`config.mk`:
```
export PLATFORM = sky130hd
export DESIGN_NAME = dgai_ram
export DESIGN_NICKNAME = d
export VERILOG_FILES = /design/src/rtl/dcm_gyro_attitude_integrator_core_defines.svh /design/src/rtl/dgai_ram.sv
export SDC_FILE = /design/constraint.sdc
export NUM_CORES = 1
export LEC_CHECK = 0
export BUFFER_PORTS_ARGS = -buffer_cell sky130_fd_sc_hd__clkbuf_2
export CAP_MARGIN = 20
export CORE_MARGIN = 2
export CORE_UTILIZATION = 25
export DETAILED_ROUTE_END_ITERATION = 16
export PLACE_DENSITY = 0.4
export REMOVE_ABC_BUFFERS = 1
export SYNTH_ARGS = -nofsm -noshare
export SYNTH_HDL_FRONTEND = slang
export SYNTH_SLANG_ARGS = --single-unit
```
`constraint.sdc`:
```
create_clock -name clk_i -period 9.4 [get_ports clk_i]
set_input_delay 0.94 -clock clk_i [delete_from_list [all_inputs] [get_ports clk_i]]
set_output_delay 0.94 -clock clk_i [all_outputs]
set_load 0.05 [all_outputs]
```
`src/rtl/dcm_gyro_attitude_integrator_core_defines.svh`:
```
// Assertion macros shared by the gyro attitude integrator RTL.
// No dependencies; included by files that carry concurrent assertions.
`ifndef DCM_GYRO_ATTITUDE_INTEGRATOR_CORE_DEFINES_SVH
`define DCM_GYRO_ATTITUDE_INTEGRATOR_CORE_DEFINES_SVH

// The consequent must hold in the same cycle as the antecedent.
`define DGAI_ASSERT_SAME(lbl, clk, rstn, ante, cons, msg) \
  lbl: assert property (@(posedge clk) disable iff (!rstn) (ante) |-> (cons)) \
    else $error(msg);

// The consequent must hold in the cycle after the antecedent.
`define DGAI_ASSERT_NEXT(lbl, clk, rstn, ante, cons, msg) \
  lbl: assert property (@(posedge clk) disable iff (!rstn) (ante) |=> (cons)) \
    else $error(msg);

`endif

```
`src/rtl/dgai_ram.sv`:
```
// Generic single-clock RAM with one write port and one registered read port.
// No dependencies.
module dgai_ram #(
  parameter int WIDTH = 32,
  parameter int DEPTH = 9
) (
  input  logic                     clk_i,
  input  logic                     we_i,
  input  logic [$clog2(DEPTH)-1:0] waddr_i,
  input  logic [WIDTH-1:0]         wdata_i,
  input  logic [$clog2(DEPTH)-1:0] raddr_i,
  output logic [WIDTH-1:0]         rdata_o
);

  logic [WIDTH-1:0] mem_q [0:DEPTH-1];
  logic [WIDTH-1:0] rdata_q;

  always_ff @(posedge clk_i) begin
    if (we_i) begin
      mem_q[waddr_i] <= wdata_i;
    end
    rdata_q <= mem_q[raddr_i];
  end

  assign rdata_o = rdata_q;

endmodule

```
# [After elaboration in Yosys (flattened, before gate mapping)]
# Memories as Yosys holds them, arrays and structs flattened. A register that Yosys moved wholly into a read port is not among the register bits.
# Cells that the tools add are included.
[totals] reg_bits=0 mem_bits_rw=288 inputBits=42 mem_count=1
[op_classes] mux=2
[mem_list] name="mem_q" words=9 width=32 read_ports=1 rd_clocked_by_memory_dff=1 write_ports=1 line_no="dgai_ram.sv:15" text="logic [WIDTH-1:0] mem_q [0:DEPTH-1];"
[op_table] operator="1-bit two-way mux" count=2

# [Longest topological paths before layout]
[depth] word_depth=2 mapped_depth=5

# [Least setup slack after synthesis]
# OpenSTA, ideal clock, no wires.
[synth_timing] kind="input to register" startpoint="input port waddr_i[1]" endpoint="memory mem_q[8][0], enable pin" t_arrival_ps=4153 t_required_ps=8895 slack_ps=4742 stages=1 n_path_buf=0 path_cell_list="nor4_1"
[synth_rtl] element="start: declaration" line_no="dgai_ram.sv:9" text="input logic [$clog2(DEPTH)-1:0] waddr_i,"
[synth_rtl] element="end: declaration" line_no="dgai_ram.sv:15"
# Straight into the memory's write port.

==> flow_metrics.env <==
export IMPL_reg2reg_depth=3
export IMPL_maxSlewHeadroom=0.352
export IMPL_max_cap_violations=0
export IMPL_dieArea_sq_um=49300
export IMPL_grt_busiest_layer="met2"
export IMPL_r2r_start="mem_q[7][28]"
export IMPL_ant_nets=0
export IMPL_grtUsageMet2=0.189
export IMPL_skew_ps=11.4
export IMPL_synth_top_area_frac=0.727
export IMPL_fillers=4540
export IMPL_cpPeakStageDelay_ps=790
export IMPL_grt_pass1_vias=6390
export IMPL_vdd_drop_max_mv=0.0869
export IMPL_syn_cell_area_sq_um=11900
export IMPL_synth_edf_count=288
export IMPL_route_detailed_drc=0
export IMPL_yosys_top_cells_area="edfxtp_1, mux2_2, dfxtp_1"
export IMPL_met1_usage=0.147
export IMPL_core_sq_um=46800
export IMPL_fin_ws_ps=6610
export IMPL_ys_flop_type="edfxtp_1"
export IMPL_vias=5895
export IMPL_drt_first_pass_iters=5
export IMPL_critPathBufInv=2
export IMPL_critPathArrivalTime_ps=3130
export IMPL_max_freq_ghz=0.358
export IMPL_via_per_inst=4.35
export IMPL_synth_seq_cells=320
export IMPL_hp_start="mem_q[8][30]"
export IMPL_fin_setup_tns_ps=0
export IMPL_gp_congestion=0.701
export IMPL_fp_row_count=79
export IMPL_fin_hold_ws_ps=448
export IMPL_drtIter0Drc=302
export IMPL_holdPathStages=2
export IMPL_root_buffer="clkbuf_16"
export IMPL_worstPathCellList="buf_6 -> buf_4 -> mux2_2 -> o22ai_1 -> o31ai_2"
export IMPL_track_usage=0.112
export IMPL_dieWidth_um=222
export IMPL_pwr_share_seq=0.513
export IMPL_reg2reg_to="rdata_o[28]"
export IMPL_worst_setup_path_start_kind="input pin"
export IMPL_clockPowerShare=0.426
export IMPL_synth_most_common_cell="edfxtp_1"
export IMPL_critPathTopFamily="buffers and inverters"
export IMPL_post_cts_buffers=0
export IMPL_fin_crit_sh=0.297
export IMPL_synth_area_leader_cell="edfxtp_1"
export IMPL_grt_max_degree=78
export IMPL_p_leak_nw=4.81
export IMPL_switching_share=0.213
export IMPL_gr_usage_met3=0.0231
export IMPL_status="finished clean"
export IMPL_nets=764
export IMPL_dp_hpwl_um=13500
export IMPL_ys_seq_area_frac=0.781
export IMPL_cts_max_level=2
export IMPL_crit_required_ps=9740
export IMPL_clock_latency_ps=490
export IMPL_syn_inst=629
export IMPL_overflow=0
export IMPL_synthDistinctLibCells=20
export IMPL_die_h_um=222
export IMPL_cts_clk_slew_worst_paths_ps=50
export IMPL_holdBufCountCts=0
export IMPL_routed_wl_um=27600
export IMPL_yosysWarningCount=0
export IMPL_cts_buffers=37
export IMPL_fin_crit_ps=2790
export IMPL_reg2reg_slack_ps=8310
export IMPL_worst_slew_pin_slew_ps=972
export IMPL_clock_path_buffers=3
export IMPL_drive_gt1_frac=0.316
export IMPL_syn_avg_cell_area_sq_um=18.9
export IMPL_dp_worst_setup_slack_ps=6060
export IMPL_cts_resized=0
export IMPL_hold_class="reg -> reg"
export IMPL_netSwitchingPower_w=0.000664
export IMPL_cellPowerDensity_nw_per_um2=220
export IMPL_slew_violations=0
export IMPL_cts_tree="yes"
export IMPL_cts_sinks=320
export IMPL_wl_per_cell_um=20.4
export IMPL_hold_violations=0
export IMPL_combPwrFrac=0.061
export IMPL_grt_pass1_wl_um=41100
export IMPL_area_growth_pct=18.9
export IMPL_postSynth_asyncResetShare=0
export IMPL_cpMaxStageDelayCell="buf_4"
export IMPL_rsz0062_at_grt="false"
export IMPL_ys_top_cells_by_count="edfxtp_1, mux2i_1, mux2_2, nand2_1"
export IMPL_setup_worst_path_end_class="flop"
export IMPL_antenna_found_initial=1
export IMPL_io_buffers=73
export IMPL_start_util=0.254
export IMPL_holdPathEnd="rdata_o[30]"
export IMPL_path_max_fanout=77
export IMPL_setup_worst_path_class="in -> reg"
export IMPL_io_pins=74
export IMPL_final_setup_viol_count=0
export IMPL_p_int_w=0.00245
==> worst max path at each step <==
stage | startpoint | slack (ps) | endpoint | cells past startpoint
4_1_cts | raddr_i[0] | 6590 | rdata_o[28] | 5
2_1_floorplan | waddr_i[1] | 4740 | mem_q[8][0] | 1
6_report | raddr_i[0] | 6610 | rdata_o[28] | 5
5_1_grt | raddr_i[0] | 6440 | rdata_o[28] | 5
3_3_place_gp | raddr_i[0] | 6140 | rdata_o[26] | 5
3_5_place_dp | raddr_i[0] | 6060 | rdata_o[28] | 5
==> worst register-to-register path: stages, from the launching register on <==
cell	delay (ps)
edfxtp_1	370
mux2_2	280
o22ai_1	180
o31ai_2	100
==> placed cells by master (no fill, tap or decap), types with 8 or more instances in the layout <==
cell type	count
a22o_1	32
buf_4	15
clkbuf_1	8
clkbuf_16	37
clkbuf_2	71
dfxtp_1	32
edfxtp_1	288
mux2_2	63
mux2i_1	64
nand2_1	35
o22ai_1	32
o31ai_1	10
o31ai_2	22
==> power by group through the flow <==
stage / logic (W) / registers, W / clock network (W)
after floorplan: 0.0000673 / 0.00167 / 0
after global placement: 0.000191 / 0.00163 / 0
after detailed placement: 0.000196 / 0.00163 / 0
after CTS: 0.000196 / 0.00160 / 0.00137
after global routing: 0.000206 / 0.00160 / 0.00143
final: 0.000191 / 0.00160 / 0.00133
==> logic make-up after synthesis <==
family | after synthesis | synth area share
buf+inv | 34 | 0.0167
flops | 320 | 0.781
simple gates | 51 | 0.0181
mux | 128 | 0.114
compound gates | 96 | 0.0698
==> routing by layer <==
layer  share of wire  vias to the layer above  routed length, um
li1                -                     2701                  -
met1            0.46                     3035              12600
met2            0.48                      117              13200
met3           0.045                       40               1240
met4           0.018                        2                505
met5         0.00047                        -                 13
==> per-stage QoR <==
step	cells	area (sq um)	utilization	total power, W
after floorplan	595	11700	-	0.00173
after global placement	1290	13000	0.278	0.00182
after detailed placement	1290	13000	0.278	0.00182
after CTS	1353	14100	0.303	0.00316
after global routing	1353	14100	0.303	0.00323
final	1354	14100	0.303	0.00312
==> flip-flops by register name, summed over array words and instances, names as in the netlist <==
| register | count |
|---|---|
| mem_q | 288 |
| rdata_o | 32 |
==> cell type report <==
type,instances,area [sq um],share of cell area
sequential,320,9290,0.657
multi-input combinational,275,2490,0.176
clock buffer,49,1010,0.0715
tap,607,759,0.0537
timing repair buffer,88,484,0.0342
clock inverter,14,116,0.00822
antenna,1,2.50,0.000177
(Power assumes the default switching activity.)
